## src/sv/radix_prefixed_number_parser_unit_assert.svh

```systemverilog
// Assertion macros shared by the parser RTL.
// No dependencies; included by the modules that carry assertions.
`ifndef RADIX_PREFIXED_NUMBER_PARSER_UNIT_ASSERT_SVH
`define RADIX_PREFIXED_NUMBER_PARSER_UNIT_ASSERT_SVH

// Same-cycle implication, disabled during reset.
`define RPNP_ASSERT_NOW(label, clk, rst_n, ante, cons) \
	label: assert property (@(posedge clk) disable iff (!(rst_n)) (ante) |-> (cons)) \
		else $error("rpnp assertion failed");

// Next-cycle implication, disabled during reset.
`define RPNP_ASSERT_NEXT(label, clk, rst_n, ante, cons) \
	label: assert property (@(posedge clk) disable iff (!(rst_n)) (ante) |=> (cons)) \
		else $error("rpnp assertion failed");

`endif

```

## src/sv/rpnp_pkg.sv

```systemverilog
// Shared types and constants of the radix-prefixed number parser.
// No dependencies; imported by all parser modules.
package rpnp_pkg;

	// Width of the running value; results wrap modulo 2^VALUE_WIDTH.
	localparam int VALUE_WIDTH = 64;
	localparam int OUT_WIDTH   = 64;

	// Position counter saturates once the prefix window is past.
	localparam logic [1:0] POS_SAT = 2'd2;

	// ASCII codes used by the parser.
	localparam logic [7:0] CHAR_ZERO  = 8'h30;
	localparam logic [7:0] CHAR_ONE   = 8'h31;
	localparam logic [7:0] CHAR_SEVEN = 8'h37;
	localparam logic [7:0] CHAR_NINE  = 8'h39;
	localparam logic [7:0] CHAR_UA    = 8'h41;
	localparam logic [7:0] CHAR_UF    = 8'h46;
	localparam logic [7:0] CHAR_LA    = 8'h61;
	localparam logic [7:0] CHAR_LF    = 8'h66;
	localparam logic [7:0] CHAR_LB    = 8'h62;
	localparam logic [7:0] CHAR_LO    = 8'h6F;
	localparam logic [7:0] CHAR_LX    = 8'h78;

	// Item kinds on the input channel.
	localparam logic KIND_CHAR = 1'b0;
	localparam logic KIND_END  = 1'b1;

	typedef enum logic [1:0] {
		RADIX_DEC = 2'd0,
		RADIX_HEX = 2'd1,
		RADIX_OCT = 2'd2,
		RADIX_BIN = 2'd3
	} radix_t;

	// Decoded character: digit value and legality for the current radix.
	typedef struct packed {
		logic       legal;
		logic [3:0] digit;
	} digit_info_t;

	// Result of one literal as seen at its end beat.
	typedef struct packed {
		logic                   ok;
		logic [VALUE_WIDTH-1:0] value;
	} parse_res_t;

endpackage

```

## src/sv/rpnp_digit_decode.sv

```systemverilog
// Character to digit decoder with per-radix legality check.
// Depends on rpnp_pkg.
module rpnp_digit_decode (
	input  logic [7:0]           character,
	input  rpnp_pkg::radix_t     radix,
	output rpnp_pkg::digit_info_t info
);
	import rpnp_pkg::*;

	logic is_num;
	logic is_alpha;
	logic legal;

	// Class of the character
	assign is_num   = (character >= CHAR_ZERO) && (character <= CHAR_NINE);
	assign is_alpha = ((character >= CHAR_UA) && (character <= CHAR_UF)) ||
		((character >= CHAR_LA) && (character <= CHAR_LF));

	// Letters A-F / a-f have low nibble 1..6, so value is nibble + 9
	assign info.digit = is_num ? character[3:0] : (character[3:0] + 4'd9);
	assign info.legal = legal;

	// Legality by radix
	always_comb begin
		unique case (radix)
			RADIX_HEX: legal = is_num || is_alpha;
			RADIX_OCT: legal = is_num && (character <= CHAR_SEVEN);
			RADIX_BIN: legal = is_num && (character <= CHAR_ONE);
			default:   legal = is_num;
		endcase
	end

endmodule

```

## src/sv/rpnp_core.sv

```systemverilog
// Parser state: prefix detection, radix, running value and error flag.
// Depends on rpnp_pkg, rpnp_digit_decode and the assertion macro header.
`include "radix_prefixed_number_parser_unit_assert.svh"

module rpnp_core (
	input  logic                 clk,
	input  logic                 arst_n,
	input  logic                 fire,
	input  logic                 kind,
	input  logic [7:0]           character,
	output rpnp_pkg::parse_res_t res
);
	import rpnp_pkg::*;

	logic [1:0]             position_q;
	logic                   first_zero_q;
	radix_t                 radix_q;
	logic [VALUE_WIDTH-1:0] acc_q;
	logic                   bad_q;

	digit_info_t            info;
	logic                   is_prefix;
	logic [VALUE_WIDTH-1:0] scaled;
	radix_t                 prefix_radix;

	rpnp_digit_decode u_decode (
		.character (character),
		.radix     (radix_q),
		.info      (info)
	);

	// Prefix letter only counts as the second character after a leading zero
	assign is_prefix = (position_q == 2'd1) && first_zero_q &&
		((character == CHAR_LX) || (character == CHAR_LO) || (character == CHAR_LB));

	always_comb begin
		priority if (character == CHAR_LX) begin
			prefix_radix = RADIX_HEX;
		end else if (character == CHAR_LO) begin
			prefix_radix = RADIX_OCT;
		end else begin
			prefix_radix = RADIX_BIN;
		end
	end

	// acc * radix as shift-add
	always_comb begin
		unique case (radix_q)
			RADIX_HEX: scaled = acc_q << 4;
			RADIX_OCT: scaled = acc_q << 3;
			RADIX_BIN: scaled = acc_q << 1;
			default:   scaled = (acc_q << 3) + (acc_q << 1);
		endcase
	end

	// Result seen at the end beat
	assign res.ok    = !bad_q;
	assign res.value = bad_q ? '0 : acc_q;

	// State update, one beat per cycle while fire is high
	always_ff @(posedge clk or negedge arst_n) begin
		if (!arst_n) begin
			position_q   <= '0;
			first_zero_q <= 1'b0;
			radix_q      <= RADIX_DEC;
			acc_q        <= '0;
			bad_q        <= 1'b0;
		end else if (fire) begin
			if (kind == KIND_END) begin
				position_q   <= '0;
				first_zero_q <= 1'b0;
				radix_q      <= RADIX_DEC;
				acc_q        <= '0;
				bad_q        <= 1'b0;
			end else begin
				if (is_prefix) begin
					radix_q <= prefix_radix;
					acc_q   <= '0;
					bad_q   <= 1'b0;
				end else begin
					if (position_q == 2'd0) begin
						first_zero_q <= (character == CHAR_ZERO);
					end
					if (!info.legal) begin
						bad_q <= 1'b1;
					end else begin
						acc_q <= scaled + VALUE_WIDTH'(info.digit);
					end
				end
				if (position_q != POS_SAT) begin
					position_q <= position_q + 2'd1;
				end
			end
		end
	end

	`RPNP_ASSERT_NOW(a_pos_range, clk, arst_n, 1'b1, position_q != 2'd3)
	`RPNP_ASSERT_NOW(a_prefix_seen, clk, arst_n, radix_q != RADIX_DEC,
		first_zero_q && (position_q == POS_SAT))
	`RPNP_ASSERT_NEXT(a_end_clears, clk, arst_n, fire && (kind == KIND_END),
		(position_q == 2'd0) && (acc_q == '0) && !bad_q && (radix_q == RADIX_DEC))

endmodule

```

## src/sv/radix_prefixed_number_parser_unit.sv

```systemverilog
// Top level of the radix-prefixed number parser: input register, core, result register.
// Depends on rpnp_pkg, rpnp_core and the assertion macro header.
//
//   channel | handshake                  | payload
//   --------+----------------------------+-------------------------------
//   item    | item_valid / item_stall    | kind, character
//   result  | result_valid / result_stall| value[63:0], valid_res
//
// One beat per cycle while no stall holds the input register: each item is
// registered, then updates the parser state as it drains from the input
// register; an end item loads the result register as it clears the parser
// state. The state loop (shift-add on the running value) sets the rate.
// Reset clears all control and parser state. A held result stalls the item
// side only when an end item waits behind it; character beats keep flowing.
`include "radix_prefixed_number_parser_unit_assert.svh"

module radix_prefixed_number_parser_unit (
	input  logic        clk,
	input  logic        arst_n,
	input  logic        item_valid,
	output logic        item_stall,
	input  logic        kind,
	input  logic [7:0]  character,
	output logic        result_valid,
	input  logic        result_stall,
	output logic [63:0] value,
	output logic        valid_res
);
	import rpnp_pkg::*;

	logic        valid_s1;
	logic        kind_s1;
	logic [7:0]  char_s1;
	logic        result_valid_q;
	logic [OUT_WIDTH-1:0] value_q;
	logic        valid_res_q;

	logic        out_free;
	logic        s1_fire;
	logic        item_fire;
	parse_res_t  res;

	// Stage 1 drains unless an end beat must wait for the result register
	assign out_free   = !result_valid_q || !result_stall;
	assign s1_fire    = valid_s1 && ((kind_s1 == KIND_CHAR) || out_free);
	assign item_stall = valid_s1 && !s1_fire;
	assign item_fire  = item_valid && !item_stall;

	// Input register
	always_ff @(posedge clk or negedge arst_n) begin
		if (!arst_n) begin
			valid_s1 <= 1'b0;
		end else if (item_fire) begin
			valid_s1 <= 1'b1;
		end else if (s1_fire) begin
			valid_s1 <= 1'b0;
		end
	end

	always_ff @(posedge clk) begin
		if (item_fire) begin
			kind_s1 <= kind;
			char_s1 <= character;
		end
	end

	rpnp_core u_core (
		.clk       (clk),
		.arst_n    (arst_n),
		.fire      (s1_fire),
		.kind      (kind_s1),
		.character (char_s1),
		.res       (res)
	);

	// Result register
	always_ff @(posedge clk or negedge arst_n) begin
		if (!arst_n) begin
			result_valid_q <= 1'b0;
		end else if (s1_fire && (kind_s1 == KIND_END)) begin
			result_valid_q <= 1'b1;
		end else if (!result_stall) begin
			result_valid_q <= 1'b0;
		end
	end

	always_ff @(posedge clk) begin
		if (s1_fire && (kind_s1 == KIND_END)) begin
			value_q     <= OUT_WIDTH'(res.value);
			valid_res_q <= res.ok;
		end
	end

	assign result_valid = result_valid_q;
	assign value        = value_q;
	assign valid_res    = valid_res_q;

	`RPNP_ASSERT_NOW(a_end_blocked, clk, arst_n,
		valid_s1 && (kind_s1 == KIND_END) && result_valid_q && result_stall, item_stall)
	`RPNP_ASSERT_NOW(a_invalid_zero, clk, arst_n, result_valid_q && !valid_res_q,
		value_q == '0)
	`RPNP_ASSERT_NEXT(a_end_lands, clk, arst_n, s1_fire && (kind_s1 == KIND_END),
		result_valid_q)

endmodule
```

## config.mk

```make
export PLATFORM = sky130hd
export DESIGN_NAME = radix_prefixed_number_parser_unit
export DESIGN_NICKNAME = d
export VERILOG_FILES = /design/src/sv/rpnp_pkg.sv /design/src/sv/rpnp_digit_decode.sv /design/src/sv/rpnp_core.sv /design/src/sv/radix_prefixed_number_parser_unit.sv
export VERILOG_INCLUDE_DIRS = /design/src /design/src/sv
export SDC_FILE = /design/constraint.sdc
export NUM_CORES = 1
export LEC_CHECK = 0
export BUFFER_PORTS_ARGS = -buffer_cell sky130_fd_sc_hd__buf_2
export CORE_MARGIN = 3
export CORE_UTILIZATION = 40
export DETAILED_ROUTE_END_ITERATION = 6
export HOLD_SLACK_MARGIN = 0.15
export PLACE_DENSITY = 0.64
export SLEW_MARGIN = 20
export SYNTH_ARGS = -nofsm -noshare
export SYNTH_HDL_FRONTEND = slang
export SYNTH_SLANG_ARGS = --single-unit
```

## constraint.sdc

```tcl
create_clock -name clk -period 8 [get_ports clk]
set_input_delay 0.8 -clock clk [delete_from_list [all_inputs] [get_ports clk]]
set_output_delay 0.8 -clock clk [all_outputs]
set_load 0.02 [all_outputs]
```

## Word level (Yosys, flattened, before mapping)

Index checks and enable logic that the tools add are counted.

| word-level totals | value |
|---|---|
| memories | 0 |
| logic and storage cells | 91 |
| latch bits | 0 |
| register bits | 146 |
| output and inout port bits | 67 |
| bits of input ports | 13 |
| bits in writable memories | 0 |
| ROM bits | 0 |

| operators by class | value |
|---|---|
| reductions and logical operators | 33 |
| multiplexer cells | 22 |
| order comparisons | 8 |
| bitwise operators | 1 |
| $mul | 0 |
| shift operators | 0 |
| divide/modulo/power cells | 0 |
| add/sub/neg operators | 4 |
| eq/ne operators | 12 |

Operators by type and width:

| kind | number |
|---|---|
| 64-bit 2-to-1 mux | 3 |
| 64-bit case mux with 3 select lines | 1 |
| 64-bit by 4-bit adder with 64-bit output | 1 |
| 64-bit adder | 1 |
| 8-bit by 7-bit equality test with 1-bit output, second input constant | 3 |
| 8-bit by 6-bit <= comparator with 1-bit output, second input constant | 3 |
| 8-bit by 7-bit >= comparator with 1-bit output, second input constant | 2 |
| 8-bit by 7-bit <= comparator with 1-bit output, second input constant | 2 |
| 1-bit logical AND | 11 |
| 1-bit 2-to-1 mux | 11 |
| 2-bit 2-to-1 mux | 5 |
| 8-bit by 6-bit equality test with 1-bit output, second input constant | 1 |
| 8-bit by 6-bit >= comparator with 1-bit output, second input constant | 1 |
| 2-bit AND reduction | 4 |
| 2-bit nonzero test | 4 |
| 1-bit logical OR | 6 |
| 1-bit zero test | 5 |
| 4-bit adder, second input constant | 1 |
| 2-bit by 1-bit equality test with 1-bit output, second input constant | 2 |
| 2-bit equality test, second input constant | 2 |
| 4-bit 2-to-1 mux | 1 |
| 2-bit inequality test, second input constant | 2 |
| 3-bit by 2-bit inequality test with 1-bit output, second input constant | 1 |
| 1-bit case mux with 3 select lines | 1 |
| 6 further kinds | 6 |

## Depth between registers and ports, before layout

| logic depth | value |
|---|---|
| depth in word-level cells | 9 |
| gate-level depth with buffers | 23 |
| mapped depth without buffers | 21 |

## Hierarchy

From an unflattened synthesis, not the netlist that was laid out.

| unflattened totals | value |
|---|---|
| cells, all modules | 1633 |
| area, all modules | 13470.4 um2 |

Modules (own cells, without submodules):

| module | cells each | area an instance (um2) | instances | sequential area each (um2) |
|---|---|---|---|---|
| rpnp_core | 1520 | 10916.7 | 1 | 1751.7 |
| radix_prefixed_number_parser_unit | 86 | 2327.2 | 1 | 2272.2 |
| rpnp_digit_decode | 27 | 226.5 | 1 | 0.0 |

## Least setup slack after synthesis

No wires, ideal clock.

| path | value |
|---|---|
| path type | register -> register |
| start | register u_core.radix_q[0] |
| end | register u_core.acc_q[63] |
| setup time | 69 ps |
| required time | 7931 ps |
| stages on the path, launching flop included | 24 |
| path buffers | 8 |
| data arrival time | 4870 ps |
| setup slack | 3060 ps |
| period minus slack after synthesis | 4940 ps |
| path through | dfrtp_1 > buf_2 > buf_6 > buf_6 > buf_4 > buf_4 > buf_6 > buf_2 > clkbuf_1 > o21ai_0 > a22o_1 > ha_1 > a21o_1 > nand2_1 > and2b_1 > nand3_1 > nor3_2 > nand4bb_1 > nor4_2 > or4b_1 > nand4bb_1 > or4_1 > or3b_1 > nand3_1 |

| between the ends | value |
|---|---|
| word-level cells in the longest chain between the ends | 6 |
| elaborated cells on any way between the ends | 11 |
| those cells by class | add/sub: 1; eq/ne: 3; mux: 5; reduce/logical: 2 |

Ends and longest elaborated chain:

| item | line | text |
|---|---|---|
| start: declaration | rpnp_core.sv:17 | `radix_t radix_q;` |
| start signal: assignment | rpnp_core.sv:77 | `radix_q <= prefix_radix;` |
| 2-bit equality test / 2-bit by 1-bit equality test with 1-bit output (equally long branches) | rpnp_digit_decode.sv:25, rpnp_core.sv:48 |  |
| 64-bit case mux with 3 select lines | rpnp_core.sv:48 | `unique case (radix_q)` |
| 64-bit by 4-bit adder with 64-bit output | rpnp_core.sv:87 | `acc_q <= scaled + VALUE_WIDTH'(info.digit);` |
| 64-bit 2-to-1 mux | rpnp_core.sv:84 | `if (!info.legal) begin` |
| 64-bit 2-to-1 mux | rpnp_core.sv:76 | `if (is_prefix) begin` |
| 64-bit 2-to-1 mux | rpnp_core.sv:69 | `if (kind == KIND_END) begin` |
| end signal: assignment | rpnp_core.sv:87 |  |
| end: declaration | rpnp_core.sv:18 | `logic [VALUE_WIDTH-1:0] acc_q;` |

Several ways; a longest one is shown, not always the timed one. The select of a mux whose other input is x is not followed.
A chain may end at the register's enable or synchronous reset.

## Final worst setup path

| path | value |
|---|---|
| start | register u_core.radix_q[0] |
| end | register u_core.acc_q[56] |

The elaborated chain is that of the path after synthesis.

==> results.toml <==
[status]
status = "completed"

[yosys]
synth-edff-count = 74
ys_warn_count = 0
muxShareOfSynthArea = 0.0562
syn_nets = 1665
syn_area_um2 = 13200
synth_compound_gate_area_share = 0.220
synthXorXnorAreaFrac = 0.0539
synth-simple-area-share = 0.248
synthAdderAreaFrac = 0.0696
synth_ff_type = "edfxtp_1"
yosysSeqAreaShare = 0.306
synth_cell_types = 88
ys_top_cells_by_area = "edfxtp_1, dfrtp_1, ha_1"
synth_top_cell_area_share = 0.169
synth_top_family_by_area = "simple AND/OR/NAND/NOR gates"
async_reset_ff_frac = 0.493
synth_top_area_cell = "edfxtp_1"
syn_inst = 1580
avgSynthCellArea_um2 = 8.33
synth-seq-cells = 146

[final_layout]
fin_area_um2 = 14300
num_antenna_cells = 0
layout.nets = 1679
final_cells = 2042
final_core_util = 0.449
area_delta_synth_final_pct = 8.96
drive_above_1_share = 0.123
fillers = 3158

[min_path]
hold_path_class = "in2async"

[floorplanning]
die_x_um = 187
fp.coreArea_um2 = 32000
start_util = 0.412
io_pins = 80
die_y_um = 187
dieArea_um2 = 35100
rows = 65

[critical_path]
critical_path.cell_chain = "nand2_1, and3_1, ha_1, a21o_1, a21o_1, nand3_1, nand3b_1, nor3_1, and2_1, nand2_1, nor3_2, nand3b_1, nor4_1, xnor2_1, a22o_1"
rrSetupSlack_ns = 2.39
critPathLaunchType = "flop"
critical_path.startpoint = "u_core.radix_q[0]$_DFFE_PN0P_"
worstPathMaxFanout = 52
cp_slowest_stage_delay_ns = 0.82
cp.required_ns = 8.35
crit_path_top_delay_cell = "dfrtp_4"
reg2regPathDepth = 15
end_kind = "flop"
path_delay_family = "simple AND/OR/NAND/NOR gates"
worst_r2r_endpoint = "u_core.acc_q[56]$_DFFE_PN0P_"
cp.arrival_ns = 5.96
crit_end = "u_core.acc_q[56]$_DFFE_PN0P_"
worst-path-buf-inv = 0
critPathKind = "reg2reg"
reg2reg_from = "u_core.radix_q[0]$_DFFE_PN0P_"
cp_num_cells = 15

[clocking]
clock_latency_ns = 0.46
post-cts-setup-buffer-count = 0
cts_tree = "built"
path_clk_slew_ns = 0.07
clockRootBuffer = "clkbuf_16"
cts.sinks = 146
cts_hold_buffers = 0
post_cts_resized = 0
cts_buffers = 17
cts_max_path_buffers = 2
htree_levels = 4

[sta]
setup_viol = 0
fin_crit_ns = 5.61
worst_pin_slew_ns = 1.08
fin_setup_tns_ns = 0
finalMaxSlewViolations = 0
post-route-period-util = 0.701
rsz0062_at_grt = "false"
hold_ws_ns = 0.270
slew_headroom = 0.279
fmax_mhz = 178
fin_skew_ns = 0.0163
finalHoldViolCount = 0
layout_setup_ws_ns = 2.39

[detailed_routing]
drc = 0
detail-route-antenna-nets = 0
drt_iter0_markers = 1519
vias = 12700
routedWlPerCell_um = 21.8
drtPass1Iterations = 6
vias_per_cell = 6.24
finalWirelength_mm = 44.4

[placed_design]
place_ws_ns = 2.53
place_congestion = 1.02
port_buffers = 79
dpl.hpwl_mm = 32.2
dp_cells = 2010
post_dp_cell_area_um2 = 13700

[power]
internal_power_mw = 1.43
comb_power_share = 0.215
p_per_area_nw_per_um2 = 152
p_leak_nw = 5.56
clkPwrFrac = 0.382
ir_drop_uv = 162
netSwitchingFraction = 0.345
p_seq_frac = 0.403
p_switching_uw = 752
power_mw = 2.18

[global_route]
track_usage = 0.249
grt_max_degree = 65
grt_overflow = 0
grt_pass1_vias = 12100
antenna_found_initial = 0
grt_pass1_wl_mm = 69.6

[job]
max_cap_viol_count = 0
how the worst min path moves through the flow:
stage                                                  end  slack, ns  depth (start not counted)
after floorplan               u_core.acc_q[63]$_DFFE_PN0P_       0.44                          2
after global placement    u_core.position_q[1]$_DFFE_PN0P_       0.51                          1
after detailed placement      u_core.acc_q[63]$_DFFE_PN0P_       0.52                          2
after CTS                     u_core.acc_q[41]$_DFFE_PN0P_       0.27                          1
after global routing          u_core.acc_q[41]$_DFFE_PN0P_       0.29                          1
final                         u_core.acc_q[41]$_DFFE_PN0P_       0.27                          1
sequential cells by signal (all words and copies together) (netlist names), 2 cells and up:
signal and flops:
u_core.acc_q 64, value 64, char_s1 8, u_core.position_q 2
u_core.radix_q 2
cells in the mapped netlist, drive strengths merged (4+ instances only):
cell and instances:
nand2 220, inv 37, nor3 45, o21bai 4, nor2b 58, nand4 40
nand3b 9, a221oi 8, mux4 12, nand4b 6, xor2 37, buf 45
a22o 16, a21boi 6, a21oi 119, a21o 27, xnor2 44, o211a 4
a32o 4, or3 14, o221ai 8, a31oi 17, o211ai 21, ha 70
a211o 4, mux2i 30, mux2 15, dfrtp 72, o21a 10, edfxtp 74
o21ai 124, nand2b 12, o22ai 10, nor4 27, and2 8, o311ai 5
nor2 126, nand3 46, clkbuf 51, o31ai 8, a211oi 19, and3 16
per-layer routing:
layer | up-vias | share of wire | global-route usage
li1 | 5883 | - | -
met1 | 6076 | 0.44 | 0.347
met2 | 653 | 0.44 | 0.380
met3 | 121 | 0.084 | 0.0397
met4 | 0 | 0.045 | 0.114
met5 | - | 0 | 0
layout make-up:
type	instances	area, µm²	share of cell area
clock buffer	18	450	0.0314
sequential	146	4030	0.281
tap	435	544	0.0380
clock inverter	14	140	0.00978
multi-input combinational	1300	8540	0.596
inverter	38	143	0.00995
timing repair buffer	91	488	0.0340
power by group through the flow:
stage          Sequential (mW)  Clock, mW  Combinational (mW)
6_report                 0.878      0.831               0.469
5_1_grt                  0.885      0.875               0.504
4_1_cts                  0.878      0.845               0.461
3_5_place_dp             0.893          0               0.458
3_3_place_gp             0.892          0               0.454
2_1_floorplan            0.875          0               0.333
cells by family after synthesis:
logic type	Yosys count
multiplexers	57
AND/OR/NAND/NOR	649
buffers and inverters	134
flip-flops	146
adder cells (fa/ha/maj)	72
XOR/XNOR	81
AO/OA/AOI/OAI	441
cells in the final DEF, fill, tap and decap left out, types with 13 or more instances in the layout:
cell,n
nor4_1,15
nor2b_1,58
nand3_1,46
a21oi_1,111
o21ai_0,104
nor2_1,124
dfrtp_1,69
nand4_1,40
mux2_2,15
a31oi_1,17
clkbuf_16,18
inv_1,36
or3_1,14
xor2_1,37
nand2_1,220
and3_1,16
edfxtp_1,74
xnor2_1,44
o21ai_1,17
a21o_1,27
buf_2,78
o211ai_1,21
nor3_1,42
ha_1,70
a22o_1,16
buf_4,13
a211oi_1,14
mux2i_1,30
(Power assumes the default switching activity.)
